**src/hw/rtl/icpt_pkg.sv**
```systemverilog
// shared types and constants for the inline cache probe table
// opcodes, field widths and the command/status bundle between controller and datapath
// no dependencies
`timescale 1ns / 1ps

package icpt_pkg;

   localparam int DATA_W    = 32;
   localparam int HASH_W    = 32;
   localparam int ARITY_W   = 3;
   localparam int OP_W      = 2;
   localparam int REQ_MAPS  = 4;
   localparam int USED_W    = 4;

   // hash reduction: four hash bits folded into the remainder per cycle
   localparam int MOD_DIGIT_W = 4;
   localparam int MOD_STEPS   = HASH_W / MOD_DIGIT_W;
   localparam int DIGIT_CNT_W = $clog2(MOD_STEPS);

   typedef enum logic [OP_W-1:0] {
      OP_LOOKUP = 2'd0,
      OP_INSERT = 2'd1,
      OP_CLEAR  = 2'd2
   } op_type;

   typedef struct packed {
      logic load;
      logic mod_step;
      logic probe_step;
   } icpt_cmd_type;

   typedef struct packed {
      logic mod_last;
      logic probe_end;
   } icpt_sts_type;

endpackage

```
**src/hw/rtl/icpt_ctrl.sv**
```systemverilog
// controller state machine for the inline cache probe table
// sequences load, hash reduction, slot probe and result; uses icpt_pkg
`timescale 1ns / 1ps

module icpt_ctrl
   import icpt_pkg::*;
(
   input  logic               clock,
   input  logic               reset,
   input  logic               start,
   input  logic [OP_W-1:0]    req_opcode,
   input  icpt_sts_type       sts,
   output icpt_cmd_type       cmd,
   output logic               busy,
   output logic               rsp_strobe
);

   typedef enum logic [3:0] {
      ST_IDLE  = 4'b0001,
      ST_MOD   = 4'b0010,
      ST_PROBE = 4'b0100,
      ST_DONE  = 4'b1000
   } state_type;

   state_type state_ff;
   state_type state_in;

   always_comb begin
      state_in       = state_ff;
      cmd.load       = 1'b0;
      cmd.mod_step   = 1'b0;
      cmd.probe_step = 1'b0;
      unique case (state_ff)
         ST_IDLE: begin
            if (start) begin
               cmd.load = 1'b1;
               // clear and the unused code skip the reduction and probe and go straight to done
               if (req_opcode == OP_LOOKUP || req_opcode == OP_INSERT) begin
                  state_in = ST_MOD;
               end else begin
                  state_in = ST_DONE;
               end
            end
         end
         ST_MOD: begin
            cmd.mod_step = 1'b1;
            if (sts.mod_last) begin
               state_in = ST_PROBE;
            end
         end
         ST_PROBE: begin
            cmd.probe_step = 1'b1;
            if (sts.probe_end) begin
               state_in = ST_DONE;
            end
         end
         ST_DONE: begin
            state_in = ST_IDLE;
         end
         default: begin
            state_in = ST_IDLE;
         end
      endcase
   end

   always_ff @(posedge clock) begin
      if (reset) begin
         state_ff <= ST_IDLE;
      end else begin
         state_ff <= state_in;
      end
   end

   assign busy       = (state_ff != ST_IDLE);
   assign rsp_strobe = (state_ff == ST_DONE);

endmodule

```
**src/hw/rtl/icpt_dp.sv**
```systemverilog
// datapath of the inline cache probe table: request capture, hash remainder,
// slot memories, valid bits, match logic and result registers; uses icpt_pkg
`timescale 1ns / 1ps

module icpt_dp
   import icpt_pkg::*;
#(
   parameter int ENTRIES  = 16,
   parameter int MAX_ARGS = 4
) (
   input  logic                 clock,
   input  logic                 reset,
   input  icpt_cmd_type         cmd,
   output icpt_sts_type         sts,
   input  logic [OP_W-1:0]      req_opcode,
   input  logic [HASH_W-1:0]    req_call_hash,
   input  logic [DATA_W-1:0]    req_selector_id,
   input  logic [ARITY_W-1:0]   req_arg_count,
   input  logic [DATA_W-1:0]    req_target_id,
   input  logic [DATA_W-1:0]    req_map_zero,
   input  logic [DATA_W-1:0]    req_map_one,
   input  logic [DATA_W-1:0]    req_map_two,
   input  logic [DATA_W-1:0]    req_map_three,
   output logic                 rsp_hit,
   output logic [DATA_W-1:0]    rsp_found_target,
   output logic [DATA_W-1:0]    rsp_use_count,
   output logic                 rsp_inserted,
   output logic                 rsp_table_full
);

   localparam int IDX_W = $clog2(ENTRIES);
   localparam int CNT_W = $clog2(ENTRIES + 1);
   localparam logic [IDX_W:0]   ENTRIES_V = (IDX_W + 1)'(ENTRIES);
   localparam logic [IDX_W-1:0] LAST_IDX  = IDX_W'(ENTRIES - 1);
   localparam logic [CNT_W-1:0] STEPS_ALL = CNT_W'(ENTRIES);

   typedef logic [MAX_ARGS-1:0][DATA_W-1:0] maps_type;

   // slot memories
   logic [DATA_W-1:0]  slot_target_ff   [ENTRIES];
   logic [DATA_W-1:0]  slot_selector_ff [ENTRIES];
   logic [ARITY_W-1:0] slot_arity_ff    [ENTRIES];
   maps_type           slot_maps_ff     [ENTRIES];
   logic [DATA_W-1:0]  slot_count_ff    [ENTRIES];
   logic [ENTRIES-1:0] valid_ff, valid_in;

   // registered read data
   logic [DATA_W-1:0]  rd_target_ff, rd_selector_ff, rd_count_ff;
   logic [ARITY_W-1:0] rd_arity_ff;
   maps_type           rd_maps_ff;

   // captured request
   logic [OP_W-1:0]    op_ff, op_in;
   logic [HASH_W-1:0]  hash_ff, hash_in;
   logic [DATA_W-1:0]  sel_ff, sel_in;
   logic [ARITY_W-1:0] arity_ff, arity_in;
   logic [DATA_W-1:0]  tgt_ff, tgt_in;
   maps_type           maps_ff, maps_in;

   // probe control
   logic [IDX_W-1:0]       rem_ff, rem_in;
   logic [DIGIT_CNT_W-1:0] digit_ff, digit_in;
   logic [IDX_W-1:0]       probe_idx_ff, probe_idx_in;
   logic [IDX_W-1:0]       cmp_idx_ff, cmp_idx_in;
   logic                   cmp_valid_ff, cmp_valid_in;
   logic [CNT_W-1:0]       steps_ff, steps_in;

   // results
   logic               hit_ff, hit_in;
   logic [DATA_W-1:0]  found_ff, found_in;
   logic [DATA_W-1:0]  count_ff, count_in;
   logic               inserted_ff, inserted_in;
   logic               full_ff, full_in;

   logic [DATA_W-1:0]  req_map_arr [REQ_MAPS];
   logic [IDX_W-1:0]   rem_next;
   logic [USED_W-1:0]  used_cnt;
   logic               is_insert, maps_ok, match, found, exhausted, empty;
   logic [DATA_W-1:0]  count_inc;
   logic               wr_entry;
   logic               wr_count;
   logic [IDX_W-1:0]   wr_count_addr;
   logic [DATA_W-1:0]  wr_count_data;

   assign req_map_arr[0] = req_map_zero;
   assign req_map_arr[1] = req_map_one;
   assign req_map_arr[2] = req_map_two;
   assign req_map_arr[3] = req_map_three;

   // remainder of the hash by ENTRIES, msb first, one compare-subtract per bit
   always_comb begin
      logic [IDX_W-1:0] rem_v;
      logic [IDX_W:0]   trial;
      rem_v = rem_ff;
      for (int b = 0; b < MOD_DIGIT_W; b++) begin
         trial = {rem_v, hash_ff[HASH_W-1-b]};
         if (trial >= ENTRIES_V) begin
            trial = trial - ENTRIES_V;
         end
         rem_v = trial[IDX_W-1:0];
      end
      rem_next = rem_v;
   end

   assign is_insert = (op_ff == OP_INSERT);
   assign used_cnt  = ({1'b0, arity_ff} > USED_W'(MAX_ARGS)) ? USED_W'(MAX_ARGS)
                                                            : {1'b0, arity_ff};

   always_comb begin
      maps_ok = 1'b1;
      for (int k = 0; k < MAX_ARGS; k++) begin
         if (USED_W'(k) < used_cnt && rd_maps_ff[k] != maps_ff[k]) begin
            maps_ok = 1'b0;
         end
      end
   end

   assign match     = maps_ok && (rd_selector_ff == sel_ff) && (rd_arity_ff == arity_ff);
   assign found     = cmp_valid_ff && match;
   assign exhausted = (steps_ff == STEPS_ALL);
   assign empty     = !valid_ff[probe_idx_ff] && !exhausted;
   assign count_inc = (rd_count_ff == '1) ? rd_count_ff : rd_count_ff + DATA_W'(1);

   assign sts.mod_last  = (digit_ff == DIGIT_CNT_W'(MOD_STEPS - 1));
   assign sts.probe_end = found || empty || exhausted;

   always_comb begin
      op_in        = op_ff;
      hash_in      = hash_ff;
      sel_in       = sel_ff;
      arity_in     = arity_ff;
      tgt_in       = tgt_ff;
      maps_in      = maps_ff;
      rem_in       = rem_ff;
      digit_in     = digit_ff;
      probe_idx_in = probe_idx_ff;
      cmp_idx_in   = cmp_idx_ff;
      cmp_valid_in = cmp_valid_ff;
      steps_in     = steps_ff;
      valid_in     = valid_ff;
      hit_in       = hit_ff;
      found_in     = found_ff;
      count_in     = count_ff;
      inserted_in  = inserted_ff;
      full_in      = full_ff;
      wr_entry      = 1'b0;
      wr_count      = 1'b0;
      wr_count_addr = probe_idx_ff;
      wr_count_data = DATA_W'(1);

      if (cmd.load) begin
         op_in    = req_opcode;
         hash_in  = req_call_hash;
         sel_in   = req_selector_id;
         arity_in = req_arg_count;
         tgt_in   = req_target_id;
         for (int k = 0; k < MAX_ARGS; k++) begin
            maps_in[k] = (k < REQ_MAPS) ? req_map_arr[2'(k)] : '0;
         end
         rem_in      = '0;
         digit_in    = '0;
         hit_in      = 1'b0;
         found_in    = '0;
         count_in    = '0;
         inserted_in = 1'b0;
         full_in     = 1'b0;
         if (req_opcode == OP_CLEAR) begin
            valid_in = '0;
         end
      end

      if (cmd.mod_step) begin
         hash_in      = hash_ff << MOD_DIGIT_W;
         rem_in       = rem_next;
         digit_in     = digit_ff + DIGIT_CNT_W'(1);
         probe_idx_in = rem_next;
         cmp_valid_in = 1'b0;
         steps_in     = '0;
      end

      if (cmd.probe_step) begin
         priority if (found) begin
            // slot issued last cycle matches
            hit_in        = 1'b1;
            found_in      = rd_target_ff;
            count_in      = count_inc;
            wr_count      = 1'b1;
            wr_count_addr = cmp_idx_ff;
            wr_count_data = count_inc;
         end else if (empty) begin
            if (is_insert) begin
               wr_entry                = 1'b1;
               wr_count                = 1'b1;
               valid_in[probe_idx_ff]  = 1'b1;
               inserted_in             = 1'b1;
            end
         end else if (exhausted) begin
            full_in = is_insert;
         end else begin
            cmp_valid_in = !is_insert;
            cmp_idx_in   = probe_idx_ff;
            probe_idx_in = (probe_idx_ff == LAST_IDX) ? '0 : probe_idx_ff + IDX_W'(1);
            steps_in     = steps_ff + CNT_W'(1);
         end
      end
   end

   always_ff @(posedge clock) begin
      if (reset) begin
         valid_ff <= '0;
      end else begin
         valid_ff <= valid_in;
      end
   end

   always_ff @(posedge clock) begin
      op_ff        <= op_in;
      hash_ff      <= hash_in;
      sel_ff       <= sel_in;
      arity_ff     <= arity_in;
      tgt_ff       <= tgt_in;
      maps_ff      <= maps_in;
      rem_ff       <= rem_in;
      digit_ff     <= digit_in;
      probe_idx_ff <= probe_idx_in;
      cmp_idx_ff   <= cmp_idx_in;
      cmp_valid_ff <= cmp_valid_in;
      steps_ff     <= steps_in;
      hit_ff       <= hit_in;
      found_ff     <= found_in;
      count_ff     <= count_in;
      inserted_ff  <= inserted_in;
      full_ff      <= full_in;
   end

   // entry memories: written on insert, read every cycle at the probe slot
   always_ff @(posedge clock) begin
      if (wr_entry) begin
         slot_target_ff[probe_idx_ff]   <= tgt_ff;
         slot_selector_ff[probe_idx_ff] <= sel_ff;
         slot_arity_ff[probe_idx_ff]    <= arity_ff;
         slot_maps_ff[probe_idx_ff]     <= maps_ff;
      end
   end

   always_ff @(posedge clock) begin
      rd_target_ff   <= slot_target_ff[probe_idx_ff];
      rd_selector_ff <= slot_selector_ff[probe_idx_ff];
      rd_arity_ff    <= slot_arity_ff[probe_idx_ff];
      rd_maps_ff     <= slot_maps_ff[probe_idx_ff];
   end

   always_ff @(posedge clock) begin
      if (wr_count) begin
         slot_count_ff[wr_count_addr] <= wr_count_data;
      end
   end

   always_ff @(posedge clock) begin
      rd_count_ff <= slot_count_ff[probe_idx_ff];
   end

   assign rsp_hit          = hit_ff;
   assign rsp_found_target = found_ff;
   assign rsp_use_count    = count_ff;
   assign rsp_inserted     = inserted_ff;
   assign rsp_table_full   = full_ff;

endmodule

```
**src/hw/rtl/inline_cache_probe_table.sv**
```systemverilog
// top level of the inline cache probe table: controller plus datapath
// depends on icpt_pkg, icpt_ctrl and icpt_dp
`timescale 1ns / 1ps

// Polymorphic inline cache with open addressing over ENTRIES slots. A command
// is taken when start is high and busy is low; exactly one result follows,
// shown for a single cycle with rsp_strobe high, and it cannot be held off.
// Lookup and insert first reduce call_hash modulo ENTRIES, four hash bits per
// cycle, then probe one slot per cycle through the slot memories, whose read
// is registered. Clear and the unused opcode answer in the next cycle; busy
// drops in the cycle after the result, so a new command is taken only once
// the last result is out. There is no clearing pass after reset: valid bits
// clear at once.
module inline_cache_probe_table
   import icpt_pkg::*;
#(
   parameter int ENTRIES  = 16,
   parameter int MAX_ARGS = 4
) (
   input  logic                 clock,
   input  logic                 reset,
   input  logic                 start,
   output logic                 busy,
   input  logic [OP_W-1:0]      req_opcode,
   input  logic [HASH_W-1:0]    req_call_hash,
   input  logic [DATA_W-1:0]    req_selector_id,
   input  logic [ARITY_W-1:0]   req_arg_count,
   input  logic [DATA_W-1:0]    req_target_id,
   input  logic [DATA_W-1:0]    req_map_zero,
   input  logic [DATA_W-1:0]    req_map_one,
   input  logic [DATA_W-1:0]    req_map_two,
   input  logic [DATA_W-1:0]    req_map_three,
   output logic                 rsp_strobe,
   output logic                 rsp_hit,
   output logic [DATA_W-1:0]    rsp_found_target,
   output logic [DATA_W-1:0]    rsp_use_count,
   output logic                 rsp_inserted,
   output logic                 rsp_table_full
);

   icpt_cmd_type cmd;
   icpt_sts_type sts;

   icpt_ctrl u_ctrl (
      .clock      (clock),
      .reset      (reset),
      .start      (start),
      .req_opcode (req_opcode),
      .sts        (sts),
      .cmd        (cmd),
      .busy       (busy),
      .rsp_strobe (rsp_strobe)
   );

   icpt_dp #(
      .ENTRIES  (ENTRIES),
      .MAX_ARGS (MAX_ARGS)
   ) u_dp (
      .clock            (clock),
      .reset            (reset),
      .cmd              (cmd),
      .sts              (sts),
      .req_opcode       (req_opcode),
      .req_call_hash    (req_call_hash),
      .req_selector_id  (req_selector_id),
      .req_arg_count    (req_arg_count),
      .req_target_id    (req_target_id),
      .req_map_zero     (req_map_zero),
      .req_map_one      (req_map_one),
      .req_map_two      (req_map_two),
      .req_map_three    (req_map_three),
      .rsp_hit          (rsp_hit),
      .rsp_found_target (rsp_found_target),
      .rsp_use_count    (rsp_use_count),
      .rsp_inserted     (rsp_inserted),
      .rsp_table_full   (rsp_table_full)
   );

   // a transfer in makes the block busy until its result has gone out
   a_accept_busy: assert property (@(posedge clock) disable iff (reset)
      (start && !busy) |=> busy)
      else $error("busy not raised after a command transfer");

   // the block is free again right after a result
   a_strobe_release: assert property (@(posedge clock) disable iff (reset)
      rsp_strobe |=> (!busy && !rsp_strobe))
      else $error("block still busy after result");

   // a hit never comes with insert status
   a_hit_excl: assert property (@(posedge clock) disable iff (reset)
      rsp_strobe |-> !(rsp_hit && (rsp_inserted || rsp_table_full)))
      else $error("hit and insert status together");

   // a miss or a non-lookup carries zero target and count
   a_miss_zero: assert property (@(posedge clock) disable iff (reset)
      (rsp_strobe && !rsp_hit) |-> (rsp_found_target == '0 && rsp_use_count == '0))
      else $error("nonzero target or count without a hit");

   // a hit never reports a zero count
   a_hit_count: assert property (@(posedge clock) disable iff (reset)
      (rsp_strobe && rsp_hit) |-> (rsp_use_count != '0))
      else $error("hit with zero use count");

endmodule

```
**config.mk**
```make
export PLATFORM = sky130hd
export DESIGN_NAME = inline_cache_probe_table
export DESIGN_NICKNAME = d
export VERILOG_FILES = /design/src/hw/rtl/icpt_pkg.sv /design/src/hw/rtl/icpt_ctrl.sv /design/src/hw/rtl/icpt_dp.sv /design/src/hw/rtl/inline_cache_probe_table.sv
export SDC_FILE = /design/constraint.sdc
export NUM_CORES = 2
export LEC_CHECK = 0
export BUFFER_PORTS_ARGS = -buffer_cell sky130_fd_sc_hd__buf_2
export CAP_MARGIN = 30
export CORE_UTILIZATION = 30
export CTS_CLUSTER_DIAMETER = 80
export DETAILED_ROUTE_END_ITERATION = 8
export GPL_ROUTABILITY_DRIVEN = 0
export HOLD_SLACK_MARGIN = 0.03
export PLACE_DENSITY = 0.55
export SLEW_MARGIN = 15
export SYNTH_ARGS = -nofsm -noshare
export SYNTH_HDL_FRONTEND = slang
export SYNTH_SLANG_ARGS = --single-unit
export TNS_END_PERCENT = 30
```
**constraint.sdc**
```tcl
create_clock -name clock -period 19.45 [get_ports clock]
set_input_delay 0.9725 -clock clock [delete_from_list [all_inputs] [get_ports clock]]
set_output_delay 0.9725 -clock clock [all_outputs]
set_load 0.03 [all_outputs]
```
# == Word level (Yosys, flattened, before mapping) ==
# Memories as Yosys holds them, arrays and structs flattened. A register that Yosys moved wholly into a read port is not among the register bits.
# Index checks and enable logic that the tools add are counted.
# totals
elab_cells,175
out_inout_bits,69
mem_count,5
register_bits,337
ram_bits,2608
# memory_table
name,depth,width,rd,rd_clocked_by_memory_dff,write_ports,line_no,rtl
u_dp.slot_maps_ff,16,64,1,1,1,icpt_dp.sv:43,maps_type slot_maps_ff [ENTRIES];
u_dp.slot_count_ff,16,32,1,1,1,icpt_dp.sv:44,logic [DATA_W-1:0] slot_count_ff [ENTRIES];
u_dp.slot_selector_ff,16,32,1,1,1,icpt_dp.sv:41,logic [DATA_W-1:0] slot_selector_ff [ENTRIES];
u_dp.slot_target_ff,16,32,1,1,1,icpt_dp.sv:40,logic [DATA_W-1:0] slot_target_ff [ENTRIES];
u_dp.slot_arity_ff,16,3,1,1,1,icpt_dp.sv:42,logic [ARITY_W-1:0] slot_arity_ff [ENTRIES];
# classes
reduce_logical,19
n_bitwise,4
magnitude_cmp,11
addsub,8
eq_ne,21
n_mux,84
# op_table
op,count
2-to-1 mux 32 bit,11
2-to-1 mux 16 bit,6
2-to-1 mux 4 bit,18
!= test 32 bit,2
!= test 32 bit (second input constant),2
2-to-1 mux 1 bit,38
adder 32 x 1 -> 32 bit (second input constant),1
equality test 32 bit,1
equality test 32 bit (second input constant),1
2-to-1 mux 5 bit,5
greater-or-equal comparator 5 bit (second input constant),4
OR 16 bit,1
subtractor 4 x 1 -> 4 bit (second input constant),4
one-hot mux 4 bit (3 select lines),1
logical AND 1 bit,9
2-to-1 mux 3 bit,3
equality test 4 bit (second input constant),2
less-than comparator 1 x 4 -> 1 bit (first input constant),2
less-than comparator 2 x 4 -> 1 bit (first input constant),2
!= test 2 bit (second input constant),3
adder 5 x 1 -> 5 bit (second input constant),1
equality test 5 bit (second input constant),1
less-than comparator 4 x 5 -> 1 bit (second input constant),1
adder 4 x 1 -> 4 bit (second input constant),1
20 further kinds,27

# == Longest topological paths before layout ==
# depth
word_depth,15
mapped_depth,10
mapped_depth_nobuf,9

# == Cells and area by module ==
# Synthesis repeated with hierarchy kept, for this count alone.
# unflattened
cells_unflattened,4730
area_unflattened_um2,112231.4
# modules_own_cells
mod,n_inst,area_each_um2,cells_each,seq_area_each_um2
icpt_dp,1,111954.9,4700,88564.9
icpt_ctrl,1,276.5,30,80.1

# == Worst setup path before layout ==
# Ideal clock, no wire load.
# synth_path
path_type,register to register
start,register u_dp.probe_idx_ff[0]
end,memory u_dp.slot_arity_ff[0][0] (enable)
path_stages_with_launch,10
arrival_ns,11.413
required_ns,18.641
setup_slack_ns,7.228
path_cell_list,dfxtp_1 > buf_6 > mux4_1 > mux4_2 > nor2_2 > nand2_2 > clkinv_2 > nand3_2 > buf_6 > nor3b_1
# synth_between
elab_chain_cells,9
# synth_rtl
item,line_no,rtl
"start, declared",icpt_dp.sv:63,"logic [IDX_W-1:0] probe_idx_ff, probe_idx_in;"
"start signal, assigned",icpt_dp.sv:225,probe_idx_ff <= probe_idx_in;
binary-select mux 1 bit (select 4 bit),icpt_dp.sv:121,assign empty = !valid_ff[probe_idx_ff] && !exhausted;
2-to-1 mux 1 bit (implied by the code),icpt_dp.sv:121,
logical NOT 1 bit,icpt_dp.sv:121,
logical AND 1 bit,icpt_dp.sv:121,
2-to-1 mux 1 bit,icpt_dp.sv:190,end else if (empty) begin
2-to-1 mux 1 bit,icpt_dp.sv:182,priority if (found) begin
2-to-1 mux 1 bit,icpt_dp.sv:181,if (cmd.probe_step) begin
2-to-1 mux 1 bit,icpt_dp.sv:238,if (wr_entry) begin
2-to-1 mux 1 bit (implied by the code),icpt_dp.sv:241,slot_arity_ff[probe_idx_ff] <= arity_ff;
"end, declared",icpt_dp.sv:42,
# Parallel ways exist; a longest one is shown, timed or not. The select of a mux whose other input is x is not followed.

# == Worst setup path after layout ==
# layout_path
start,register u_dp.probe_idx_ff[1]
end,memory u_dp.slot_arity_ff[9][0] (enable)
# Same word-level chain as after synthesis.

==> flow_summary.toml <==
[global_routing]
grt.overflow.total = 0
grt_use_total_pct = 14.1
grt_pass1_wl_mm = 385
grt_start_max_net_pins = 110
antenna_found_initial = 29
grt_pass1_vias = 52700

[logic_synthesis]
yosysMostFrequentCell = "edfxtp_1"
synthesis.area_sq_um = 112000
synth_top_area_share_pct = 74.3
synth_ff_type = "edfxtp_1"
synth-edff-count = 2776
ys_ff_latch = 3040
synth_area_leader_cell = "edfxtp_1"
yosys-top-cells-count = "edfxtp_1 (2776), mux4_2 (818), dfxtp_1 (264)"
synth_cells = 4721
async_flop_share_pct = 0
synth_nets = 4962
yosysUniqueCellTypes = 62
synth-seq-area-share_pct = 79.0
synth_area_leaders = "edfxtp_1 (74%), mux4_2 (16%), dfxtp_1 (4.7%)"
yosysWarnings = 0
avgSynthCellArea_sq_um = 23.8

[timing]
period_share_pct = 33.3
setup_violations = 0
skew_ns = 0.0977
setup_tns_ns = 0
slew_headroom_pct = 20.0
fmaxAchievable_ghz = 0.155
tightest_slew_ns = 1.20
setup_ws_ns = 12.98
period_needed_ns = 6.47
rsz0062_at_grt = "no"
finalHoldViolations = 0
report.final.slew_viol_count = 0
whs_ns = 0.234

[clock_tree]
cts-buffers-inserted = 327
clock-sinks = 3040
clock-root-buffer = "clkbuf_16"
cts_buffer_depth = 4
clock_latency_ns = 0.92
post_cts_buffers = 0
cts_tree = "yes"
ctsHoldBuffers = 0
cts.repair.resized = 0
path_clk_slew_ns = 0.06
cts_htree_levels = 5

[setup_path]
path_class = "reg -> reg"
end_kind = "register"
worstPathMaxFanout = 55
worstPathRequired_ns = 19.96
r2r_end = "u_dp.slot_arity_ff[9][0]"
crit_path_start_kind = "register"
critPathArrivalTime_ns = 6.98
regToRegSetupSlack_ns = 12.98
reg2reg_from = "u_dp.probe_idx_ff[1]"
ff2ff_path_depth = 12

[placement]
portBuffers = 236
dpl.hpwl_mm = 134
dp_slack_ns = 12.76

[power_and_ir_drop]
p_per_area_nw_per_um2 = 130
power.leakage_nw = 41.4
totalPowerFinal_mw = 17.0
ir_drop_mv = 0.0987

[hold_path]
min_from = "req_target_id[19]"
hold_depth = 1
holdPathEnd = "u_dp.tgt_ff[19]"
hp-class = "in -> reg"

[finish]
regArea_sq_um = 88700
fillCellCount = 34300
num-nets-final = 5441
drive_above_1_share_pct = 31.3
multi_input_area_sq_um = 22900
area_delta_synth_final_pct = 16.6

[detailed_routing]
routed_wl_mm = 269
post_drt_wl_per_cell_microns = 25.7
dr.first_iter.drc_count = 4483
vias = 50000
antenna_left = 0
drt-vias-per-instance = 4.78
drc = 60
first_pass_iters = 8

[floorplan]
dieArea_sq_um = 376000
rows = 224
core_sq_um = 372000
io_pins = 301
die_y_microns = 614
die_w_microns = 614
start_util_pct = 30.1

[flow_run]
max-cap-violations = 0

[status]
failed_checks = "DRC"
status = "complete, but fails checks"
## flip-flops by register name, indices dropped and copies added (netlist names), 16 cells and up
name	flops
u_dp.tgt_ff	32
u_dp.rsp_use_count	32
u_dp.sel_ff	32
u_dp.rd_target_ff	32
u_dp.rd_maps_ff	64
u_dp.slot_target_ff	512
u_dp.valid_ff	16
u_dp.slot_arity_ff	48
u_dp.hash_ff	32
u_dp.rsp_found_target	32
u_dp.slot_count_ff	512
u_dp.slot_maps_ff	1024
u_dp.rd_count_ff	32
u_dp.slot_selector_ff	512
u_dp.maps_ff	64
u_dp.rd_selector_ff	32
## power breakdown
group	leakage (nW)	switching [mW]	internal, mW
clock	5.05	2.57	3.41
sequential	27.8	0.301	7.41
combinational	8.47	1.52	1.75
total	41.4	4.40	12.6
## cells by family (layout without fill, tap and decap cells)
group / after synthesis / count (layout) / share of synthesized area, %
simple gates: 319 / 319 / 1.45
other cells: 0 / 5 / 0
buf+inv: 237 / 993 / 0.894
xor+xnor: 128 / 128 / 0.999
compound gates: 160 / 160 / 1.00
mux: 828 / 828 / 16.5
fa+ha+maj: 9 / 9 / 0.100
flops: 3040 / 3040 / 79.0
## area by class of cell
| cell class | count | share of cell area (%) |
|---|---|---|
| flip-flops and latches | 3040 | 67.8 |
| multi-input cells | 1444 | 17.5 |
| clock buffers | 453 | 6.93 |
| well taps | 4972 | 4.76 |
| repair buffers | 375 | 1.93 |
| clock inverters | 153 | 1.04 |
| inverters | 12 | 0.0411 |
| diodes | 5 | 0.00956 |
## how the worst max path moves through the flow
| stage | from | to | slack [ns] |
|---|---|---|---|
| after floorplan | u_dp.probe_idx_ff[0] | u_dp.slot_arity_ff[0][0] | 7.23 |
| after global placement | u_dp.probe_idx_ff[1] | u_dp.slot_maps_ff[9][17] | 11.89 |
| after detailed placement | u_dp.probe_idx_ff[1] | u_dp.slot_maps_ff[9][17] | 12.76 |
| after CTS | u_dp.probe_idx_ff[1] | u_dp.slot_selector_ff[9][28] | 12.77 |
| after global routing | u_dp.probe_idx_ff[1] | u_dp.slot_selector_ff[9][28] | 12.65 |
| final | u_dp.probe_idx_ff[1] | u_dp.slot_arity_ff[9][0] | 12.98 |
## per-stage QoR
step,instance area (sq um),utilization [%],cells
after CTS,131000,35.1,10400
after floorplan,112000,-,4721
final,131000,35.1,10500
after global routing,131000,35.1,10500
after detailed placement,120000,32.3,9817
after global placement,120000,32.2,9807
## routing by layer
layer / GRT usage [%] / part of all wire [%] / routed length, microns
met4: 3.42 / 2.2 / 5880
met3: 1.89 / 4.7 / 12600
met2: 24.0 / 50 / 135000
met1: 19.1 / 43 / 116000
met5: 0 / 0.0071 / 19
## cells in the final DEF, fill, tap and decap left out, drive strengths merged, types with 12 or more instances in the layout
master / count
nand2: 116
nor3: 12
inv: 26
edfxtp: 2776
a21o: 20
and3: 15
xnor2: 84
xor2: 44
nor2: 55
nand3: 22
clkbuf: 453
a22o: 28
o21ai: 52
clkinvlp: 14
o32ai: 14
mux4: 820
nand2b: 13
dfxtp: 264
clkinv: 116
nand4: 26
nor4: 13
buf: 375
## critical path, stage by stage (launching register included)
cell	delay [ns]
dfxtp_4	0.95
buf_4	0.53
mux4_2	0.39
mux4_2	0.52
nor2_2	0.15
nand2_2	0.10
clkinv_2	0.07
nand3_2	0.60
nor3b_4	0.59
buf_6	0.25
buf_4	0.37
buf_4	0.65
buf_4	0.83
Note: power is estimated with default switching activity, not from simulation.
